<file path="src/hdl/qnpc_pkg.sv">
// Shared types and constants for the quad near-plane clipper.
package qnpc_pkg;

    localparam int unsigned MAX_OUT = 5;
    localparam int unsigned T_FRAC = 30;
    localparam int unsigned CFG_IDX_W = 1;
    localparam int unsigned CFG_DATA_W = 31;

    localparam logic [CFG_IDX_W-1:0] CFG_NEAR_DEPTH = 1'b0;
    localparam logic [CFG_IDX_W-1:0] CFG_DEPTH_EPS = 1'b1;

    localparam logic [30:0] NEAR_RESET = 31'd65536;
    localparam logic [15:0] EPS_RESET = 16'd7;

    typedef struct packed {
        logic signed [31:0] pos_x;
        logic signed [31:0] pos_y;
        logic signed [31:0] corner_depth_in;
        logic [16:0]        tex_u;
        logic [16:0]        tex_v;
    } corner_t;

    typedef struct packed {
        logic signed [31:0] out_x;
        logic signed [31:0] out_y;
        logic signed [31:0] out_depth;
        logic [16:0]        out_u;
        logic [16:0]        out_v;
        logic               polygon_empty;
        logic               last_vertex;
        logic [2:0]         vertex_total;
    } result_t;

endpackage

</file>
<file path="src/hdl/qnpc_div.sv">
// Restoring divider, one quotient bit per cycle, for the crossing parameter t.
module qnpc_div (
    input  logic        clk,
    input  logic        rst_n,
    input  logic        start,
    input  logic [32:0] dividend,
    input  logic [32:0] divisor,
    output logic        done,
    output logic [29:0] quot
);

    logic [33:0] rem_reg;
    logic [33:0] rem_sh;
    logic [32:0] dvs_reg;
    logic [29:0] q_reg;
    logic [4:0]  cnt_reg;
    logic        run_reg;
    logic        done_reg;

    assign rem_sh = {rem_reg[32:0], 1'b0};

    always_ff @(posedge clk or negedge rst_n)
    begin
        if (!rst_n)
        begin
            run_reg  <= 1'b0;
            done_reg <= 1'b0;
            cnt_reg  <= '0;
        end
        else
        begin
            done_reg <= 1'b0;
            if (start)
            begin
                run_reg <= 1'b1;
                cnt_reg <= 5'(qnpc_pkg::T_FRAC);
            end
            else if (run_reg)
            begin
                cnt_reg <= cnt_reg - 5'd1;
                if (cnt_reg == 5'd1)
                begin
                    run_reg  <= 1'b0;
                    done_reg <= 1'b1;
                end
            end
        end
    end

    always_ff @(posedge clk)
    begin
        if (start)
        begin
            rem_reg <= {1'b0, dividend};
            dvs_reg <= divisor;
            q_reg   <= '0;
        end
        else if (run_reg)
        begin
            if (rem_sh >= {1'b0, dvs_reg})
            begin
                rem_reg <= rem_sh - {1'b0, dvs_reg};
                q_reg   <= {q_reg[28:0], 1'b1};
            end
            else
            begin
                rem_reg <= rem_sh;
                q_reg   <= {q_reg[28:0], 1'b0};
            end
        end
    end

    assign done = done_reg;
    assign quot = q_reg;

endmodule

</file>
<file path="config.mk">
export PLATFORM = sky130hd
export DESIGN_NAME = qnpc_div
export DESIGN_NICKNAME = d
export VERILOG_FILES = /design/src/hdl/qnpc_pkg.sv /design/src/hdl/qnpc_div.sv
export SDC_FILE = /design/constraint.sdc
export NUM_CORES = 1
export LEC_CHECK = 0
export BUFFER_PORTS_ARGS = -buffer_cell sky130_fd_sc_hd__buf_2
export CAP_MARGIN = 0
export CORE_MARGIN = 8
export CORE_UTILIZATION = 37
export CTS_CLUSTER_SIZE = 24
export DETAILED_ROUTE_END_ITERATION = 10
export PLACE_DENSITY = 0.62
export SYNTH_ARGS = -nofsm -noshare
export SYNTH_HDL_FRONTEND = slang
export SYNTH_SLANG_ARGS = --single-unit
</file>
<file path="constraint.sdc">
create_clock -name clk -period 3.1 [get_ports clk]
set_clock_uncertainty 0.15 [all_clocks]
set_input_delay 0.155 -clock clk [delete_from_list [all_inputs] [get_ports clk]]
set_output_delay 0.155 -clock clk [all_outputs]
set_load 0.05 [all_outputs]
</file>
==> summary.log <==
INFO  floorplanning  num_rows=47
INFO  timing         period_share=102%
INFO  grt            antenna_violations_before_repair=0
INFO  cells_and_area number_of_filler_cells_placed_in_the_layout=1420
INFO  detailed_routing drt-total-wl=15900um
INFO  logic_synthesis netlist_top_cells_area=sky130_fd_sc_hd__edfxtp_1, sky130_fd_sc_hd__dfxtp_1, sky130_fd_sc_hd__ha_1, sky130_fd_sc_hd__mux2i_1, sky130_fd_sc_hd__mux2_4
INFO  timing         setup_slack=-57.0ps
INFO  logic_synthesis synth.mux.area_fraction=14.1%
INFO  cells_and_area area.growth.synth_to_final=41.1%
INFO  logic_synthesis post_synth_num_cell_types=63
INFO  power_and_ir_drop clockPowerShare=14.9%
INFO  power_and_ir_drop power_density_over_the_cells=915nW/um^2
INFO  logic_synthesis synthFlopType=sky130_fd_sc_hd__edfxtp_1
INFO  critical_path  path_max_fanout=6
INFO  floorplanning  dieArea=21000um^2
INFO  detailed_routing wl_per_cell=15.7um
INFO  floorplanning  die_w=145um
INFO  cells_and_area layout.core_utilization=52.9%
INFO  clocking       cts_tree=done
INFO  power_and_ir_drop pwr-share-seq=25.3%
INFO  clocking       ctsRootBufferMaster=sky130_fd_sc_hd__clkbuf_16
INFO  clocking       clk_latency=370ps
INFO  power_and_ir_drop power.leakage=4.01nW
INFO  power_and_ir_drop power_switching_share=36.2%
INFO  run_status     violations=setup timing
INFO  logic_synthesis synth_compound_gate_area_share=13.2%
INFO  timing         final-setup-viol-count=20
INFO  detailed_routing drcViolationCount=0
INFO  logic_synthesis seq_area_frac_synth=44.8%
INFO  critical_path  arrival_worst_endpoint=3120ps
INFO  grt            first_pass_grt_wire_length=26300um
INFO  logic_synthesis simple_gate_fraction_of_synth_area=11.5%
INFO  timing         timing.slew.headroom=39.7%
INFO  cells_and_area post_layout_nonfiller_instances=1017
INFO  logic_synthesis syn_area_per_cell=10.8um^2
INFO  clocking       cts_made_buffers=9
INFO  logic_synthesis netlist_instances=569
INFO  power_and_ir_drop switching_power=2.88mW
INFO  clocking       cts_buffer_depth=2
INFO  power_and_ir_drop internal_power=5.07mW
INFO  grt            groute.usage.overall=15.0%
INFO  timing         timing.final.hold_violations=0
INFO  place          place_congestion=0.881
INFO  timing         worst_slew_pin_slew=904ps
INFO  logic_synthesis synth-xor-area-share=4.41%
INFO  detailed_routing detailed_routing_iteration_count_for_the_pre_antenna_repair_pass=4
INFO  run_status     status=finished, violations left
INFO  detailed_routing vias=5113
INFO  grt            maximum_number_of_pins_on_one_net_before_global_route_repair=92
INFO  place          dp.cells=916
INFO  job            drv.max_cap_violation_count=0
INFO  logic_synthesis synth_edf_count=66
INFO  hold_path      hold_class=primary input to register
INFO  critical_path  required_time_at_the_worst_slack_endpoint=3060ps
INFO  place          postPlaceCellArea=7290um^2
INFO  cells_and_area multi_input_comb_area=3370um^2
INFO  logic_synthesis synth_top_cells_by_count=sky130_fd_sc_hd__edfxtp_1, sky130_fd_sc_hd__nor2_1, sky130_fd_sc_hd__inv_1, sky130_fd_sc_hd__a21oi_1, sky130_fd_sc_hd__ha_1
INFO  timing         finalCriticalPeriod=3160ps
INFO  logic_synthesis synth_top_family_by_area=multiplexers
INFO  detailed_routing antenna_left=0
INFO  grt            via_count_of_the_first_global_routing_pass=5517
INFO  critical_path  critPathKind=register to register
INFO  clocking       path_clk_slew=80ps
INFO  timing         maxClockFrequency=0.317GHz
INFO  power_and_ir_drop comb_power_share=59.8%
INFO  logic_synthesis synth.largest_area_cell=sky130_fd_sc_hd__edfxtp_1
INFO  place          post-dp-hpwl=10900um
INFO  logic_synthesis yosysWarnings=0
INFO  timing         drv_slew=0
INFO  place          place.port_buffers=99
INFO  cells_and_area final_cell_area=8690um^2
INFO  floorplanning  die_height=145um
INFO  floorplanning  floorplan.initialDensity=37.5%
INFO  timing         setup_total_negative_slack=-700ps
INFO  floorplanning  ios=100
INFO  cells_and_area layout-drive-gt1-share=34.7%
INFO  logic_synthesis synth-seq-cells=103
INFO  floorplanning  coreArea=16400um^2
INFO  logic_synthesis yosysMostFrequentCell=sky130_fd_sc_hd__edfxtp_1
INFO  logic_synthesis synthArstFlopShare=6.80%
INFO  timing         unrepaired_setup_endpoints_after_global_routing=true
INFO  cells_and_area area.sequential=2760um^2
INFO  grt            grt-ovfl-total=0
INFO  detailed_routing vias_per_cell=5.03
INFO  cells_and_area finalNetCount=896
INFO  critical_path  setup.worst_path.end_class=register
INFO  detailed_routing drt_iter0_drc=240
INFO  power_and_ir_drop max-vdd-ir-drop=0.392mV
INFO  logic_synthesis synth-adder-area-share=7.44%
INFO  critical_path  timing.critical_path.from_type=register
INFO  logic_synthesis post-synth-top-area-fraction=32.2%
INFO  clocking       clock_sinks=103
INFO  logic_synthesis syn-cell-area=6160um^2
INFO  logic_synthesis syn-num-nets=674
INFO  clocking       htreeDepth=3
-- metrics by stage --
step                      hold slack, ps  total power, mW  setup slack, ps
after floorplan                     -291             4.86             4.90
after global placement              -158             5.96             -151
after detailed placement            -151             6.02             -154
after CTS                           50.0             7.81             -125
after global routing                65.6             8.47             -160
final                               38.9             7.95            -57.0
-- routing by layer --
layer  up-vias  global-route usage (%)  share of wire, %
met4         0                    5.47               2.0
met1      2450                    17.8                44
met5         -                       0                 0
met3        26                    4.60               5.5
met2       123                    25.0                48
li1       2514                       -                 -
-- worst max-delay path, cell delays in order (launching register included) --
cell and delay [ps]:
sky130_fd_sc_hd__edfxtp_1 430, sky130_fd_sc_hd__ha_4 260, sky130_fd_sc_hd__buf_6 110, sky130_fd_sc_hd__o211ai_1 130, sky130_fd_sc_hd__a21oi_4 60, sky130_fd_sc_hd__o311a_4 330
sky130_fd_sc_hd__a21oi_4 140, sky130_fd_sc_hd__o21a_4 160, sky130_fd_sc_hd__o21ai_4 60, sky130_fd_sc_hd__a31oi_4 210, sky130_fd_sc_hd__buf_6 170, sky130_fd_sc_hd__buf_12 130
sky130_fd_sc_hd__mux2_4 300, sky130_fd_sc_hd__mux2_4 260
-- logic make-up (layout without fill, tap and decap cells) --
family                     after synthesis  count (layout)
AOI/OAI and AO/OA                      118             118
adders and majority gates               36              36
and+or+nand+nor                        141             141
DFF                                    103             103
other                                    0               1
xor gates and xnor gates                31              31
muxes                                   74              74
buffers and inverters                   66             293
-- what timing repair did --
action	in CTS	in global routing
gates cloned	2	0
setup endpoints to repair	26	32
pin swaps	10	11
hold buffers	64	0
resized for setup	31	18
hold endpoints to repair	69	0
buffers inserted	14	4
-- cells in the final DEF, fill, tap and decap left out, types with 4 or more instances in the layout --
cell type                        n
sky130_fd_sc_hd__buf_2          98
sky130_fd_sc_hd__edfxtp_1       66
sky130_fd_sc_hd__dlygate4sd3_1  64
sky130_fd_sc_hd__buf_4          64
sky130_fd_sc_hd__nor2_1         49
sky130_fd_sc_hd__inv_1          35
sky130_fd_sc_hd__a21oi_1        32
sky130_fd_sc_hd__mux2i_1        31
sky130_fd_sc_hd__dfxtp_1        30
sky130_fd_sc_hd__ha_1           28
sky130_fd_sc_hd__mux2_4         25
sky130_fd_sc_hd__nand2_1        23
sky130_fd_sc_hd__a21o_1         19
sky130_fd_sc_hd__mux2_2         18
sky130_fd_sc_hd__xnor2_1        16
sky130_fd_sc_hd__xor2_1         14
sky130_fd_sc_hd__o21ai_0        11
sky130_fd_sc_hd__nor3_1         11
sky130_fd_sc_hd__nand2b_1       10
sky130_fd_sc_hd__nor2b_1         9
sky130_fd_sc_hd__clkbuf_16       9
sky130_fd_sc_hd__o211ai_1        7
sky130_fd_sc_hd__nand3_1         6
sky130_fd_sc_hd__ha_4            6
sky130_fd_sc_hd__dfrtp_1         6
sky130_fd_sc_hd__nand4_1         5
sky130_fd_sc_hd__a21oi_2         5
sky130_fd_sc_hd__buf_6           5
sky130_fd_sc_hd__inv_2           4
sky130_fd_sc_hd__and3_1          4
sky130_fd_sc_hd__o21a_1          4
sky130_fd_sc_hd__nor4_1          4
sky130_fd_sc_hd__buf_12          4
-- area by class of cell --
cell class / count / share of cell area, %
diodes: 1 / 0.0288
clock buffers: 9 / 2.59
clock inverters: 7 / 0.994
inverters: 39 / 1.69
multi-input cells: 400 / 38.8
flip-flops and latches: 103 / 31.8
well taps: 220 / 3.17
repair buffers: 238 / 21.0
-- worst paths after layout --
kind                                    from          end  slack (ps)  cells past startpoint
max in group asynchronous              rst_n      run_reg        1940                      3
worst min register to register      quot[29]     quot[29]         350                      2
worst max-delay path              rem_reg[3]  rem_reg[20]         -60                     13
min in group asynchronous              rst_n   cnt_reg[0]         590                      3
worst min-delay path            dividend[19]  rem_reg[19]          40                      3
worst max register to register    rem_reg[3]  rem_reg[20]         -60                     13
-- power by group through the flow --
| stage | clock network (mW) | registers (mW) | logic, mW |
|---|---|---|---|
| 6_report | 1.19 | 2.01 | 4.75 |
| 2_1_floorplan | 0 | 2.00 | 2.86 |
| 5_1_grt | 1.28 | 2.04 | 5.15 |
| 3_5_place_dp | 0 | 2.02 | 4.00 |
| 4_1_cts | 1.23 | 2.00 | 4.57 |
| 3_3_place_gp | 0 | 2.02 | 3.94 |
Note: power is estimated with default switching activity, not from simulation.
